[src/hw/rtl/cpbb_pkg.sv]
// shared constants, payload types and unit op codes for the cubic path bounding box
// no dependencies
package cpbb_pkg;

	localparam int COORD_WIDTH = 32;
	localparam int T_BITS      = 60 - COORD_WIDTH;
	localparam int COEF_WIDTH  = COORD_WIDTH + 4;
	localparam int MAG_WIDTH   = COORD_WIDTH + 3;
	localparam int WIDE_WIDTH  = 2 * MAG_WIDTH;
	localparam int TQ_WIDTH    = T_BITS + 1;
	localparam int PROD_WIDTH  = COORD_WIDTH + TQ_WIDTH;

	localparam logic [1:0] KIND_CURVE = 2'd2;

	localparam logic [1:0] OP_MUL  = 2'd0;
	localparam logic [1:0] OP_SQRT = 2'd1;
	localparam logic [1:0] OP_DIV  = 2'd2;
	localparam logic [1:0] OP_LERP = 2'd3;

	typedef logic signed [COORD_WIDTH-1:0] coord_t;

	typedef struct packed {
		logic [1:0] kind;
		coord_t     x_coord;
		coord_t     y_coord;
		logic       last;
	} item_t;

	typedef struct packed {
		coord_t                 left;
		coord_t                 top;
		logic [COORD_WIDTH-1:0] width;
		logic [COORD_WIDTH-1:0] height;
	} box_t;

	typedef struct packed {
		logic       start;
		logic [1:0] op;
	} unit_cmd_t;

endpackage

[src/hw/rtl/cpbb_unit.sv]
// shared iterative arithmetic unit: serial multiply, square root, divide, lerp
// depends on cpbb_pkg
module cpbb_unit (
	input  logic                                  clk,
	input  logic                                  arst_n,
	input  cpbb_pkg::unit_cmd_t                   cmd,
	input  logic [cpbb_pkg::WIDE_WIDTH-1:0]       arg_wide,
	input  logic [cpbb_pkg::MAG_WIDTH-1:0]        arg_mag_a,
	input  logic [cpbb_pkg::MAG_WIDTH-1:0]        arg_mag_b,
	input  cpbb_pkg::coord_t                      lerp_a,
	input  cpbb_pkg::coord_t                      lerp_b,
	input  logic [cpbb_pkg::TQ_WIDTH-1:0]         tq,
	output logic                                  done,
	output logic [cpbb_pkg::WIDE_WIDTH-1:0]       res
);

	localparam int W     = cpbb_pkg::COORD_WIDTH;
	localparam int T     = cpbb_pkg::T_BITS;
	localparam int MW    = cpbb_pkg::MAG_WIDTH;
	localparam int DW    = cpbb_pkg::WIDE_WIDTH;
	localparam int QW    = cpbb_pkg::TQ_WIDTH;
	localparam int PW    = cpbb_pkg::PROD_WIDTH;
	localparam int RW    = MW + 2;
	localparam int NW    = MW + QW;
	localparam int MAXIT = (MW > QW) ? MW : QW;
	localparam int CNT_W = $clog2(MAXIT + 1);
	localparam logic [PW:0] HALF = (PW + 1)'(1) << (T - 1);

	logic [1:0]       op_q;
	logic             busy_q;
	logic             done_q;
	logic [CNT_W-1:0] cnt_q;

	logic [DW-1:0]    acc_q;
	logic [DW-1:0]    sh_q;
	logic [MW-1:0]    mb_q;
	logic [RW-1:0]    rem_q;
	logic [MW-1:0]    root_q;
	logic [QW-1:0]    low_q;
	logic [QW-1:0]    tq_q;
	logic [PW-1:0]    prod_q;
	logic [W-1:0]     la_q;
	logic             neg_q;
	logic [DW-1:0]    res_q;

	logic             fin;
	logic [DW-1:0]    acc_nx;
	logic [RW+1:0]    rem2;
	logic [RW+1:0]    trial;
	logic             sq_ge;
	logic [RW+1:0]    rem_s;
	logic [MW-1:0]    root_s;
	logic [MW:0]      r2;
	logic             d_ge;
	logic [MW:0]      rem_d;
	logic [QW-1:0]    low_d;
	logic [NW-1:0]    num;
	logic [W:0]       ldiff;
	logic [W:0]       lmag;
	logic [PW-1:0]    prod_c;
	logic [PW:0]      rnd;
	logic [PW:0]      rsh;
	logic [W-1:0]     res_l;

	assign fin = busy_q && (cnt_q == CNT_W'(1));

	always_comb begin
		acc_nx = mb_q[0] ? acc_q + sh_q : acc_q;
		rem2   = {rem_q, sh_q[DW-1 -: 2]};
		trial  = {2'b00, root_q, 2'b01};
		sq_ge  = rem2 >= trial;
		rem_s  = sq_ge ? rem2 - trial : rem2;
		root_s = {root_q[MW-2:0], sq_ge};
		r2     = {rem_q[MW-1:0], low_q[QW-1]};
		d_ge   = r2 >= {1'b0, mb_q};
		rem_d  = d_ge ? r2 - {1'b0, mb_q} : r2;
		low_d  = {low_q[QW-2:0], d_ge};
		num    = (NW'(arg_mag_a) << T) + NW'(arg_mag_b >> 1);
		ldiff  = {lerp_b[W-1], lerp_b} - {lerp_a[W-1], lerp_a};
		lmag   = ldiff[W] ? -ldiff : ldiff;
		prod_c = PW'(mb_q[W-1:0]) * PW'(tq_q);
		rnd    = {1'b0, prod_q} + HALF;
		rsh    = rnd >> T;
		res_l  = neg_q ? la_q - rsh[W-1:0] : la_q + rsh[W-1:0];
	end

	always_ff @(posedge clk or negedge arst_n) begin
		if (!arst_n) begin
			op_q   <= cpbb_pkg::OP_MUL;
			busy_q <= 1'b0;
			done_q <= 1'b0;
			cnt_q  <= '0;
		end else begin
			done_q <= 1'b0;
			if (cmd.start) begin
				op_q   <= cmd.op;
				busy_q <= 1'b1;
				case (cmd.op)
					cpbb_pkg::OP_MUL:  cnt_q <= CNT_W'(MW);
					cpbb_pkg::OP_SQRT: cnt_q <= CNT_W'(MW);
					cpbb_pkg::OP_DIV:  cnt_q <= CNT_W'(QW);
					default:           cnt_q <= CNT_W'(2);
				endcase
			end else if (busy_q) begin
				cnt_q <= cnt_q - CNT_W'(1);
				if (fin) begin
					busy_q <= 1'b0;
					done_q <= 1'b1;
				end
			end
		end
	end

	always_ff @(posedge clk) begin
		if (cmd.start) begin
			case (cmd.op)
				cpbb_pkg::OP_MUL: begin
					acc_q <= '0;
					sh_q  <= DW'(arg_mag_a);
					mb_q  <= arg_mag_b;
				end
				cpbb_pkg::OP_SQRT: begin
					sh_q   <= arg_wide;
					rem_q  <= '0;
					root_q <= '0;
				end
				cpbb_pkg::OP_DIV: begin
					rem_q <= RW'(num[NW-1:QW]);
					low_q <= num[QW-1:0];
					mb_q  <= arg_mag_b;
				end
				default: begin
					la_q  <= lerp_a;
					neg_q <= ldiff[W];
					mb_q  <= MW'(lmag[W-1:0]);
					tq_q  <= tq;
				end
			endcase
		end else if (busy_q) begin
			case (op_q)
				cpbb_pkg::OP_MUL: begin
					acc_q <= acc_nx;
					sh_q  <= sh_q << 1;
					mb_q  <= mb_q >> 1;
					if (fin) begin
						res_q <= acc_nx;
					end
				end
				cpbb_pkg::OP_SQRT: begin
					rem_q  <= rem_s[RW-1:0];
					root_q <= root_s;
					sh_q   <= sh_q << 2;
					if (fin) begin
						res_q <= DW'(root_s);
					end
				end
				cpbb_pkg::OP_DIV: begin
					rem_q <= RW'(rem_d[MW-1:0]);
					low_q <= low_d;
					if (fin) begin
						res_q <= DW'(low_d);
					end
				end
				default: begin
					if (cnt_q == CNT_W'(2)) begin
						prod_q <= prod_c;
					end
					if (fin) begin
						res_q <= DW'(res_l);
					end
				end
			endcase
		end
	end

	assign done = done_q;
	assign res  = res_q;

endmodule

[config.mk]
export PLATFORM = sky130hd
export DESIGN_NAME = cpbb_unit
export DESIGN_NICKNAME = d
export VERILOG_FILES = /design/src/hw/rtl/cpbb_pkg.sv /design/src/hw/rtl/cpbb_unit.sv
export SDC_FILE = /design/constraint.sdc
export NUM_CORES = 2
export LEC_CHECK = 0
export ABC_CLOCK_PERIOD_IN_PS = 9700
export BUFFER_PORTS_ARGS = -buffer_cell sky130_fd_sc_hd__buf_4
export CAP_MARGIN = 15
export CORE_MARGIN = 2
export CORE_UTILIZATION = 46
export CTS_BUF_LIST = sky130_fd_sc_hd__clkbuf_8
export DETAILED_ROUTE_END_ITERATION = 8
export GPL_TIMING_DRIVEN = 1
export PLACE_DENSITY = 0.69
export SYNTH_ARGS = -nofsm -noshare
export SYNTH_HDL_FRONTEND = slang
export SYNTH_SLANG_ARGS = --single-unit
[constraint.sdc]
create_clock -name clk -period 9.7 [get_ports clk]
set_clock_uncertainty 0.05 [all_clocks]
set_input_delay 0.97 -clock clk [delete_from_list [all_inputs] [get_ports clk]]
set_output_delay 0.97 -clock clk [all_outputs]
set_load 0.01 [all_outputs]
== Word-level counts from Yosys, hierarchy flattened ==
Index checks and enable logic that the tools add are counted.

* Add/sub/neg operators: 10
* Muxes and demuxes: 43
* Multiply operators: 1
* Reduce and logical (&&, ||, !) cells: 22
* Bitwise operators: 3
* Order comparisons: 2
* Eq/ne operators: 12

{| class="wikitable"
|+ Operators by type and width
! operator !! count
|-
| two-way mux 70 bit || 11
|-
| two-way mux 35 bit || 8
|-
| case mux 70 bit (2 select lines) || 2
|-
| case mux 70 bit (3 select lines) || 1
|-
| case mux 37 bit (2 select lines) || 2
|-
| two-way mux 29 bit || 4
|-
| two-way mux 37 bit || 3
|-
| adder 70 bit || 1
|-
| case mux 35 bit (2 select lines) || 1
|-
| adder 63 x 34 -> 64 bit || 1
|-
| two-way mux 32 bit || 2
|-
| adder 60 x 28 -> 60 bit, second input constant || 1
|-
| multiplier 32 x 29 -> 60 bit || 1
|-
| >= comparator 39 x 37 -> 1 bit || 1
|-
| subtractor 37 bit || 1
|-
| >= comparator 36 x 35 -> 1 bit || 1
|-
| subtractor 35 bit || 1
|-
| subtractor 32 x 32 -> 33 bit || 1
|-
| adder 32 bit || 1
|-
| negator 32 bit || 1
|-
| subtractor 32 bit || 1
|-
| AND reduction 3 bit || 7
|-
| two-way mux 6 bit || 2
|-
| case mux 6 bit (2 select lines) || 1
|-
| other kinds (18) || 37
|}

* Word-level logic and storage cells: 108
* Register bits after elaboration: 478
* Input bits: 238

== Depth between registers and ports, before layout ==
* Depth after elaboration: 5
* Gate-level depth with buffers: 31
* Gate-level depth less buffers: 27

== Least setup slack after synthesis ==
OpenSTA, ideal clock, no wires.

* Path kind: input to register
* Start: input port cmd[2] (netlist bit)
* End: register acc_q[0] (enable)
* Path slack: -0.351 ns
* Setup time: 0.507 ns
* Required time: 9.143 ns
* Data arrival time: 9.495 ns
* Stages on the path: 4
* Cells stage by stage: inv_1 > clkbuf_1 > o21ai_0 > nor2b_1

* Word-level cells in the longest chain between the ends: 2

{| class="wikitable"
|+ RTL lines
! what !! line !! text
|-
| start: declaration || cpbb_unit.sv:6 || <nowiki>input cpbb_pkg::unit_cmd_t cmd,</nowiki>
|-
| != test 2 x 1 -> 1 bit (no line) / nonzero test 2 bit (equally long branches) || - ||
|-
| AND reduction 3 bit (no line) * || - ||
|-
| end signal: assignment || cpbb_unit.sv:142 || <nowiki>acc_q <= acc_nx;</nowiki>
|-
| end: declaration || cpbb_unit.sv:34 || <nowiki>logic [DW-1:0] acc_q;</nowiki>
|}

Every way passes the cells marked *; elsewhere a longest branch is shown, timed or not.
A chain may end at the register's enable or synchronous reset.

== Final worst setup path ==
* Start: register mb_q[10]
* End: register prod_q[52], data pin

* Word-level cells in the longest chain between the ends: 1

{| class="wikitable"
|+ RTL lines
! what !! line !! text
|-
| start: declaration || cpbb_unit.sv:36 || <nowiki>logic [MW-1:0] mb_q;</nowiki>
|-
| start signal: assignment || cpbb_unit.sv:120 || <nowiki>mb_q <= arg_mag_b;</nowiki>
|-
| start signal: assignment || cpbb_unit.sv:130 || <nowiki>mb_q <= arg_mag_b;</nowiki>
|-
| start signal: assignment || cpbb_unit.sv:135 || <nowiki>mb_q <= MW'(lmag[W-1:0]);</nowiki>
|-
| multiplier 32 x 29 -> 60 bit || cpbb_unit.sv:81 || <nowiki>prod_c = PW'(mb_q[W-1:0]) * PW'(tq_q);</nowiki>
|-
| net prod_c[52] || cpbb_unit.sv:60 || <nowiki>logic [PW-1:0] prod_c;</nowiki>
|-
| end signal: assignment || cpbb_unit.sv:166 || <nowiki>prod_q <= prod_c;</nowiki>
|-
| end: declaration || cpbb_unit.sv:41 || <nowiki>logic [PW-1:0] prod_q;</nowiki>
|}

The timed path passes the listed nets, and every way through them passes these cells.

==> results.toml <==
[status]
status = "complete, no violations"

[yosys]
yosys_warnings = 0
synth.yosys.seq_area_share_pct = 21.28
synth_cell_types = 94
synth_nets = 8305
syn_avg_cell_area_um2 = 9.323
postSynth.asyncResetShare_pct = 2.217
synth_seq_cells = 451
synth_cells = 6802
yosys_most_used_dff = "edfxtp_1"
synth_edf_count = 441
mappedNetlistArea_um2 = 63410

[setup_path]
end_kind = "flop"
crit_path_max_incr_delay_ns = 0.84
critPathKind = "flop to flop"
worstPathMaxFanout = 18
arrival_ns = 9.53
ff2ff_path_depth = 27
startpoint_type = "flop"
cp.required_ns = 10.18
cp_slowest_cell = "edfxtp_1"
rrSetupSlack_ns = 0.66
reg2reg_to = "prod_q[52]$_DFFE_PP_"
rr_startpoint = "mb_q[10]$_DFFE_PP_"
path_common_cell = "fa_1"

[timing]
drv_slew = 0
tightest_slew_ns = 1.253
post-route-min-period_ns = 9.044
fmax_mhz = 110.6
maxSlewHeadroom_pct = 15.60
final.period_utilization_pct = 93.24
rsz0062_at_grt = "no"
tns_ns = 0
setup_viol = 0
hold_viol = 0

[drt]
route.detailed.drc = 0
wl_um = 210400
drt-initial-drc-count = 5286
post_drt_wl_per_cell_um = 23.83
via_per_inst = 5.870
ant_nets = 0
via_count = 51830
dr.pass1.iters = 8

[die]
die_area_um2 = 140800
die_h_um = 375.3
rows = 136
initial_utilization_pct = 46.24
core_um2 = 137200
boundaryPins = 309
die_w_um = 375.3

[flow_run]
max_cap_violations = 0

[placement]
gp_congestion = 0.9952
hpwl_um = 166100
port_buffers = 308

[clock_network]
numCtsBuffers = 89
tritoncts = "built"
cts_root_buffer = "clkbuf_8"
h-tree-depth = 3
cts_setup_buffers = 0
clock_path_buffers = 3
clk_pin_slew_ns = 0.07
cts.sinks = 451
clock_latency_ns = 0.82

[worst_hold_path]
hold_start = "tq[13]"
hold_path.class = "input port to flop"
hold_depth = 1
hold_path_end = "tq_q[13]$_DFFE_PP_"

[global_route]
grt_usage_pct = 29.84
grt_start_max_net_pins = 72
grt_pass1_vias = 52280
grt_pass1_wl_um = 320200
grt_remaining_overflow = 0
antenna_found_initial = 12

[finish]
fill_cells = 12810
syn2layout_area_growth_pct = 9.599
drive_above_1_share_pct = 9.704
nets = 8459
timing repair:
item	in CTS	in global routing
gates resized for setup	0	0
hold endpoints to repair	10	0
hold buffers	1	0
layout by cell type, fill, tap and decap left out, types with 36 or more instances in the layout:
cell,count
nand2_1,745
ha_1,457
a21o_1,165
edfxtp_1,441
fa_1,808
xnor2_1,219
nand4_1,58
clkbuf_8,91
a22oi_1,100
nand3_1,91
mux2_2,55
inv_1,996
nor2_1,323
o21a_1,36
o21ai_0,221
xor2_1,123
nor3_1,57
and3_1,53
and2_1,559
a31oi_1,45
o21bai_1,38
a21oi_1,280
mux2i_1,69
buf_4,417
nor2b_1,39
critical path: cells and delay by family (launching register included):
kind,cells,cell delay (ns)
adders and majority gates,9,4.38
AOI/OAI and AO/OA,7,2.03
DFF,1,0.84
buffers and inverters,6,0.77
and+or+nand+nor,4,0.49
xor gates and xnor gates,1,0.17
cell type report:
class	instances	area (um2)	area share [%]
Antenna cell	7	17.52	0.02520
Sequential cell	451	13490	19.42
Clock buffer	90	1239	1.782
Inverter	977	3667	5.277
Timing Repair Buffer	422	3214	4.625
Multi-Input combinational cell	5015	45010	64.75
Clock inverter	73	619.3	0.8911
Tap cell	1794	2245	3.230
metrics by stage:
step | hold slack (ns) | setup slack, ns | std cells | util (%) | area [um2]
CTS | 0.2271 | 0.6914 | 8821 | 50.65 | 69470
global placement | 0.4646 | 0.8781 | 8657 | 49.29 | 67600
finish | 0.2918 | 0.6555 | 8829 | 50.68 | 69500
global route | 0.2616 | 0.2452 | 8824 | 50.67 | 69490
detailed placement | 0.4841 | 0.7697 | 8657 | 49.29 | 67600
floorplan | 0.4472 | 1.498 | 6802 | - | 63410
kinds of logic (layout without fill, tap and decap cells):
logic type	after synthesis	count (layout)	share of synthesized area, %
AO/OA/AOI/OAI	1200	1200	12.71
buffers and inverters	1336	1562	7.928
other	0	7	0
AND/OR/NAND/NOR	2062	2062	15.99
XOR/XNOR	342	342	4.723
multiplexers	146	146	2.847
adder cells (fa/ha/maj)	1265	1265	34.52
flip-flops	451	451	21.28
layer usage:
metal	track usage [%]	wire length, um	up-vias
met2	47.37	95980	2381
met1	40.16	85210	26000
met3	4.369	17090	498
li1	-	-	22940
met5	0	50	-
met4	14.39	12060	8
state kept, by name, summed over array words and instances (netlist names):
name	cells
prod_q	33
sh_q	70
tq_q	29
mb_q	35
neg_q	1
cnt_q	6
rem_q	37
busy_q	1
acc_q	70
la_q	32
res	70
done	1
op_q	2
root_q	35
low_q	29
worst max-delay path by stage:
stage,startpoint,endpoint,depth (start not counted)
3_3_place_gp,mb_q[10]$_DFFE_PP_,prod_q[52]$_DFFE_PP_,27
6_report,mb_q[10]$_DFFE_PP_,prod_q[52]$_DFFE_PP_,27
4_1_cts,mb_q[10]$_DFFE_PP_,prod_q[52]$_DFFE_PP_,27
5_1_grt,tq_q[2]$_DFFE_PP_,prod_q[52]$_DFFE_PP_,26
3_5_place_dp,mb_q[10]$_DFFE_PP_,prod_q[52]$_DFFE_PP_,27
2_1_floorplan,cmd[2],acc_q[0]$_SDFFCE_PP0P_,4
synthesized netlist by cell type (all sizes together), types with 10 or more instances:
| master | count | area share [%] |
|---|---|---|
| fa | 808 | 26 |
| and4 | 17 | 0.23 |
| nand2b | 28 | 0.28 |
| and2 | 560 | 5.5 |
| buf | 27 | 0.18 |
| o31ai | 20 | 0.24 |
| a22oi | 100 | 1.2 |
| xor2 | 123 | 1.7 |
| nor2 | 331 | 2.0 |
| mux4 | 22 | 0.78 |
| nor3 | 58 | 0.46 |
| and3 | 54 | 0.54 |
| nand4 | 58 | 0.57 |
| o21bai | 38 | 0.45 |
| or2 | 14 | 0.14 |
| dfrtp | 10 | 0.39 |
| nor2b | 40 | 0.39 |
| o21a | 36 | 0.43 |
| a21o | 165 | 2.0 |
| a211oi | 29 | 0.37 |
| mux2i | 69 | 1.1 |
| o21ai | 232 | 1.8 |
| nand2 | 745 | 4.4 |
| o211ai | 27 | 0.32 |
| o22ai | 11 | 0.11 |
| a31oi | 45 | 0.44 |
| a221o | 33 | 0.52 |
| a22o | 25 | 0.35 |
| mux2 | 55 | 0.98 |
| a21boi | 10 | 0.12 |
| clkbuf | 332 | 2.0 |
| o221ai | 17 | 0.23 |
| inv | 976 | 5.8 |
| xnor2 | 219 | 3.0 |
| ha | 457 | 9.0 |
| or3 | 23 | 0.24 |
| nor4 | 19 | 0.20 |
| a211o | 14 | 0.19 |
| nand3 | 91 | 0.72 |
| edfxtp | 441 | 21 |
| a21oi | 282 | 2.2 |
Power is left out: the tool's default activity adds up to more than one toggle a clock period on the data nets, which glitch-free logic cannot reach.
